==> src/hdl/csc_pkg.sv <==
// ----------------------------------------------------------------------------
// csc_pkg
// Shared sizes, codes and types of the color sample collector.
// ----------------------------------------------------------------------------
`default_nettype none

package csc_pkg;

   // Number of entries in the sample table
   localparam int SAMPLE_DEPTH = 256;

   localparam int IDX_W       = $clog2(SAMPLE_DEPTH);
   localparam int CNT_W       = $clog2(SAMPLE_DEPTH + 1);
   localparam int CHAN_W      = 8;
   localparam int NUM_CHAN    = 3;
   localparam int CHAN_SEL_W  = 2;
   localparam int KEY_W       = NUM_CHAN * CHAN_W;
   localparam int TOT_W       = CHAN_W + CNT_W;
   localparam int BRIGHT_W    = 10;
   localparam int COUNT_OUT_W = 9;

   // Operation codes
   localparam logic OP_ADD   = 1'b0;
   localparam logic OP_CLEAR = 1'b1;

   typedef struct packed {
      logic busy;
      logic done;
   } div_status_type;

endpackage

`default_nettype wire

==> src/hdl/csc_divider.sv <==
// ----------------------------------------------------------------------------
// csc_divider
// Restoring divider, one quotient bit per cycle, for the channel means.
// ----------------------------------------------------------------------------
`default_nettype none

module csc_divider (
   input  wire logic                       clock,
   input  wire logic                       reset,
   input  wire logic                       start,
   input  wire logic [csc_pkg::TOT_W-1:0]  dividend,
   input  wire logic [csc_pkg::CNT_W-1:0]  divisor,
   output csc_pkg::div_status_type         status,
   output logic      [csc_pkg::TOT_W-1:0]  quotient
);

   localparam int STEP_W = $clog2(csc_pkg::TOT_W + 1);

   logic                        busy_ff;
   logic                        done_ff;
   logic [STEP_W-1:0]           step_ff;
   logic [csc_pkg::CNT_W-1:0]   rem_ff;
   logic [csc_pkg::TOT_W-1:0]   quo_ff;

   logic [csc_pkg::CNT_W:0]     shifted;
   logic                        take;
   logic [csc_pkg::CNT_W-1:0]   rem_in;

   // Shift in the next dividend bit, subtract when it fits
   always_comb begin
      shifted = {rem_ff, quo_ff[csc_pkg::TOT_W-1]};
      take    = (shifted >= {1'b0, divisor});
      if (take) begin
         rem_in = csc_pkg::CNT_W'(shifted - {1'b0, divisor});
      end else begin
         rem_in = shifted[csc_pkg::CNT_W-1:0];
      end
   end

   always_ff @(posedge clock) begin
      if (reset) begin
         busy_ff <= 1'b0;
         done_ff <= 1'b0;
      end else begin
         done_ff <= 1'b0;
         if (start) begin
            busy_ff <= 1'b1;
         end else if (busy_ff && (step_ff == STEP_W'(1))) begin
            busy_ff <= 1'b0;
            done_ff <= 1'b1;
         end
      end
   end

   always_ff @(posedge clock) begin
      if (start) begin
         step_ff <= STEP_W'(csc_pkg::TOT_W);
         rem_ff  <= '0;
         quo_ff  <= dividend;
      end else if (busy_ff) begin
         step_ff <= step_ff - STEP_W'(1);
         rem_ff  <= rem_in;
         quo_ff  <= {quo_ff[csc_pkg::TOT_W-2:0], take};
      end
   end

   assign status.busy = busy_ff;
   assign status.done = done_ff;
   assign quotient    = quo_ff;

endmodule

`default_nettype wire

==> config.mk <==
export PLATFORM = sky130hd
export DESIGN_NAME = csc_divider
export DESIGN_NICKNAME = d
export VERILOG_FILES = /design/src/hdl/csc_pkg.sv /design/src/hdl/csc_divider.sv
export SDC_FILE = /design/constraint.sdc
export NUM_CORES = 1
export LEC_CHECK = 0
export ABC_CLOCK_PERIOD_IN_PS = 3300
export BUFFER_PORTS_ARGS = -buffer_cell sky130_fd_sc_hd__buf_2
export CORE_ASPECT_RATIO = 1.25
export CORE_MARGIN = 5
export CORE_UTILIZATION = 52
export CTS_CLUSTER_DIAMETER = 120
export DETAILED_ROUTE_END_ITERATION = 12
export PLACE_DENSITY = 0.89
export SYNTH_ARGS = -nofsm -noshare
export SYNTH_HDL_FRONTEND = slang
export SYNTH_SLANG_ARGS = --single-unit
==> constraint.sdc <==
create_clock -name clock -period 3.3 [get_ports clock]
set_clock_uncertainty 0.05 [all_clocks]
set_input_delay 0.66 -clock clock [delete_from_list [all_inputs] [get_ports clock]]
set_output_delay 0.66 -clock clock [all_outputs]
set_load 0.05 [all_outputs]
* Yosys cells after proc, flatten, opt, wreduce, memory -nomap -nowiden
Cells that the tools add are included.
Cells by class: order comparisons 1, equal/unequal tests 1, multiplexer cells 6, reductions and logical operators 4, $add $sub $neg 2
Operators with widths (count):
- $mux 17 | 2
- $ge 10x9->1 | 1
- $mux 9 | 1
- $sub 9x9->9 | 1
- $eq 5x1->1 const B | 1
- $sub 5x1->5 const B | 1
- $reduce_bool 2->1 | 2
- $mux 1 | 3
- $reduce_or 2->1 | 1
- $logic_and 1x1->1 | 1
Storage, ports and cells: logic and storage cells 19, output and inout port bits 19, flip-flop bits (word level) 33

* Logic depth before layout (Yosys ltp)
depth in word-level cells 4, mapped depth 10

* Least setup slack after synthesis
No wires, ideal clock.
path kind register to register, start register quo_ff (netlist bit quotient[16]), end register quo_ff (netlist bit quotient[0]), data pin, data required time 2981 ps, stages on the path, launching flop included 10, setup slack 621 ps, clock period less this slack 2679 ps, path buffers 1, data arrival time 2361 ps, cell sequence edfxtp_1 -> inv_1 -> ha_1 -> inv_1 -> fa_1 -> a211oi_2 -> o31ai_2 -> a211oi_4 -> buf_4 -> mux2i_1
Between the ends: word-level cells in the longest chain between the ends 3
Ends and longest elaborated chain:
- start: declaration | RTL line csc_divider.sv:23 | logic [csc_pkg::TOT_W-1:0] quo_ff;
- start signal: assignment | RTL line csc_divider.sv:59 | quo_ff <= dividend;
- start signal: assignment | RTL line csc_divider.sv:63 | quo_ff <= {quo_ff[csc_pkg::TOT_W-2:0], take};
- $ge 10x9->1 | RTL line csc_divider.sv:32 | take = (shifted >= {1'b0, divisor});
- $mux 17 | RTL line csc_divider.sv:60 | end else if (busy_ff) begin
- $mux 17 | RTL line csc_divider.sv:56 | if (start) begin
No other way between the ends. The select of a mux whose other input is x is not followed. A chain may end at the register's enable or synchronous reset.

* Worst setup path after layout
start register quo_ff (netlist bit quotient[16]), end register rem_ff[2] (netlist name)
Between the ends: word-level cells in the longest chain between the ends 2, elaborated cells between the ends (all ways) 3, classes of those cells add/sub: 1; order compare: 1; mux: 1
Ends and longest elaborated chain:
- $sub 9x9->9 / $ge 10x9->1 (equally long branches) | RTL line csc_divider.sv:34, csc_divider.sv:32
- $mux 9 (*) | RTL line csc_divider.sv:33 | if (take) begin
- end signal: assignment | RTL line csc_divider.sv:62 | rem_ff <= rem_in;
- end: declaration | RTL line csc_divider.sv:22 | logic [csc_pkg::CNT_W-1:0] rem_ff;
Mark *: on every way between the ends. The rest lies on a longest branch, timed or not.

==> flow_summary_export.csv <==
group,metric,value,unit
synth,yosysMostFrequentCell,"edfxtp_1",
timing,finalMaxSlewViolations,0,
cts,cts_resized,0,
timing,slew_headroom,0.552,
route,num_vias,1405,
final_layout,final_nets,256,
global_routing,grt_pass1_wl,6.31,mm
route,drt_iter0_drc,87,
cts,cts_tree,"built",
synth,syn_area,1840,µm²
floorplan,fp.dieW,63.2,µm
power_and_ir_drop,p_switching,0.314,mW
place,portBuffers,47,
synth,ys.flop_type,"edfxtp_1",
route,wl,3.72,mm
synth,synth_commonest_cells,"17 x edfxtp_1, 16 x dfxtp_1, 16 x inv_1, 16 x mux2_2, 11 x ha_1",
min_path,min_to,"step_ff[4]$_SDFFE_PP1P_",
critical_path,worstPathRequired,3.41,ns
power_and_ir_drop,clockPowerShare,0.287,
synth,yosysSeqAreaShare,0.451,
power_and_ir_drop,p_int,0.692,mW
job,maxCapViolCount,0,
route,drt_first_pass_iters,4,
synth,ys_types,38,
critical_path,critPathArrivalTime,2.84,ns
global_routing,antenna_found_initial,0,
final_layout,num_antenna_cells,0,
timing,max_freq,366,MHz
min_path,hold_class,"register to register",
synth,synth_edf_count,17,
synth,synthArstFlopShare,0,
place,placed_cells,247,
power_and_ir_drop,p_seq_frac,0.485,
power_and_ir_drop,leakagePower,0.974,nW
critical_path,reg2reg_depth,9,
final_layout,fill_cells,275,
timing,finalSetupViolCount,0,
cts,clock-sinks,33,
min_path,min_from,"step_ff[4]$_SDFFE_PP1P_",
floorplan,die-area,4840,µm²
cts,cts_root_buffer,"clkbuf_8",
route,via_per_inst,5.51,
synth,synthTopCellsByArea,"edfxtp_1 28%, dfxtp_1 17%, mux2_2 9.8%",
place,place_congestion,0.794,
cts,numCtsBuffers,5,
floorplan,placementRows,24,
synth,syn_nets,208,
cts,clockBufferDepth,2,
run_status,status,"finished clean",
route,drc,0,
final_layout,drive_gt1_frac,0.361,
synth,ys_ff_latch,33,
final_layout,area.growth.synth_to_final,18.9,%
timing,period_share,0.829,
floorplan,io_pins,48,
synth,syn_inst,167,
timing,tightest_slew,0.669,ns
route,wl_per_cell,14.6,µm
floorplan,core-area,3450,µm²
route,ant_nets,0,
critical_path,r2r_end,"rem_ff[2]$_SDFFE_PP0P_",
timing,rsz0062_at_grt,"no",
synth,netlist.area_leader.share,0.277,
power_and_ir_drop,power_frac_comb,0.228,
power_and_ir_drop,power_density,459,nW/µm²
power_and_ir_drop,vdd_ir_drop_max,0.000441,V
critical_path,start_kind,"register",
floorplan,initial_core_util,0.533,
cts,cts_setup_buffers,0,
final_layout,stdcell_count,255,
floorplan,die_height,76.5,µm
power_and_ir_drop,swShare,0.312,
place,hpwl,2.83,mm
synth,yosys.area.top_type,"edfxtp_1",
critical_path,cp_max_fo,15,
timing,hold_viol,0,
timing,final.min_clock_period,2.74,ns
cts,clkLatencyLatePin,0.28,ns
critical_path,r2r_setup_slack,0.56,ns
global_routing,grt_overflow_total,0,
cts,clk_pin_slew,0.07,ns
global_routing,grt_max_degree,26,
cts,cts-hold-fix-buffers,0,
synth,yosysWarnings,0,
cts,htreeDepth,2,
global_routing,grt_use_total,0.160,
critical_path,reg2reg_from,"quotient[16]$_DFFE_PP_",
min_path,hold_depth,2,
critical_path,end_kind,"register",
global_routing,grt_pass1_vias,1451,
timing,finalSetupTns,0,ns
synth,avgSynthCellArea,11.0,µm²
critical_path,worstSetupPathType,"register to register",
==> worst max path at each step <==
stage                      startpoint                      to  slack, ns
2_1_floorplan  quotient[16]$_DFFE_PP_   quotient[0]$_DFFE_PP_       0.62
3_3_place_gp               divisor[0]  rem_ff[0]$_SDFFE_PP0P_       0.43
3_5_place_dp               divisor[0]  rem_ff[0]$_SDFFE_PP0P_       0.36
4_1_cts        quotient[16]$_DFFE_PP_  rem_ff[0]$_SDFFE_PP0P_       0.57
5_1_grt        quotient[16]$_DFFE_PP_  rem_ff[2]$_SDFFE_PP0P_       0.40
6_report       quotient[16]$_DFFE_PP_  rem_ff[2]$_SDFFE_PP0P_       0.56
==> state kept, by name (all words and copies together) (netlist names) <==
signal    cells
step_ff       5
done_ff       1
busy_ff       1
quotient     17
rem_ff        9
==> worst max-delay path, cell delays in order (launching register included) <==
cell and delay, ns:
edfxtp_1 0.41, inv_1 0.11, ha_1 0.18, inv_1 0.06, fa_1 0.41, a211oi_2 0.27
o31ai_2 0.15, a211oi_4 0.64, mux2i_1 0.26, o21ai_0 0.09
==> power groups by stage <==
| stage | sequential (mW) | clock [mW] | combinational [mW] |
|---|---|---|---|
| finish | 0.487 | 0.289 | 0.229 |
| global route | 0.491 | 0.319 | 0.248 |
| CTS | 0.488 | 0.299 | 0.231 |
| detailed placement | 0.496 | 0 | 0.229 |
| global placement | 0.493 | 0 | 0.225 |
| floorplan | 0.568 | 0 | 0.0993 |
==> per-layer routing <==
layer  vias up  global-route usage  wire, µm
li1        704                   -         -
met1       656               0.169      1470
met2        38               0.290      1950
met3         7              0.0442       223
met4         0              0.0707        72
met5         -                   0         0
==> cell type report <==
type,instances,area (µm²),share of cell area
Multi-Input combinational cell,109,906,0.414
Sequential cell,33,831,0.379
Clock inverter,3,17.5,0.00800
Tap cell,39,48.8,0.0223
Clock buffer,5,68.8,0.0314
Inverter,16,60.1,0.0274
Timing Repair Buffer,50,258,0.118
==> per-stage QoR <==
step | worst slack [ns] | util | hold slack (ns) | total power, mW | cell area, µm²
2_1_floorplan | 0.621 | - | 0.387 | 0.667 | 1840
3_3_place_gp | 0.430 | 0.609 | 0.428 | 0.718 | 2100
3_5_place_dp | 0.359 | 0.609 | 0.418 | 0.725 | 2100
4_1_cts | 0.570 | 0.634 | 0.440 | 1.02 | 2190
5_1_grt | 0.397 | 0.634 | 0.477 | 1.06 | 2190
6_report | 0.565 | 0.634 | 0.458 | 1.01 | 2190
==> cell families (layout without fill, tap and decap cells) <==
family,Yosys count,in the layout,share of synthesized area
mux,20,20,0.120
buf+inv,25,74,0.0571
fa+ha+maj,12,12,0.0856
compound gates,33,33,0.139
simple gates,34,34,0.0999
flops,33,33,0.451
xor+xnor,10,10,0.0476
==> cell usage in the layout (no fill, tap or decap), types with 2 or more instances in the layout <==
cell       instances
a32oi_1            4
dfxtp_1           16
buf_4              3
clkinv_2           2
o31ai_1            5
o21ai_0            6
a21oi_1            4
xnor2_1            6
o311ai_0           2
a211oi_1           2
nand2b_1           6
o2111ai_1          2
xor2_1             4
nor2b_1            2
inv_1             16
mux2i_1            4
and3_1             2
nand3_1            3
nand2_1            6
mux2_2            16
buf_2             47
ha_1              11
nor3_1             3
clkbuf_8           5
edfxtp_1          17
nor2_1             7
No activity file was read; power rests on OpenSTA's default activity.
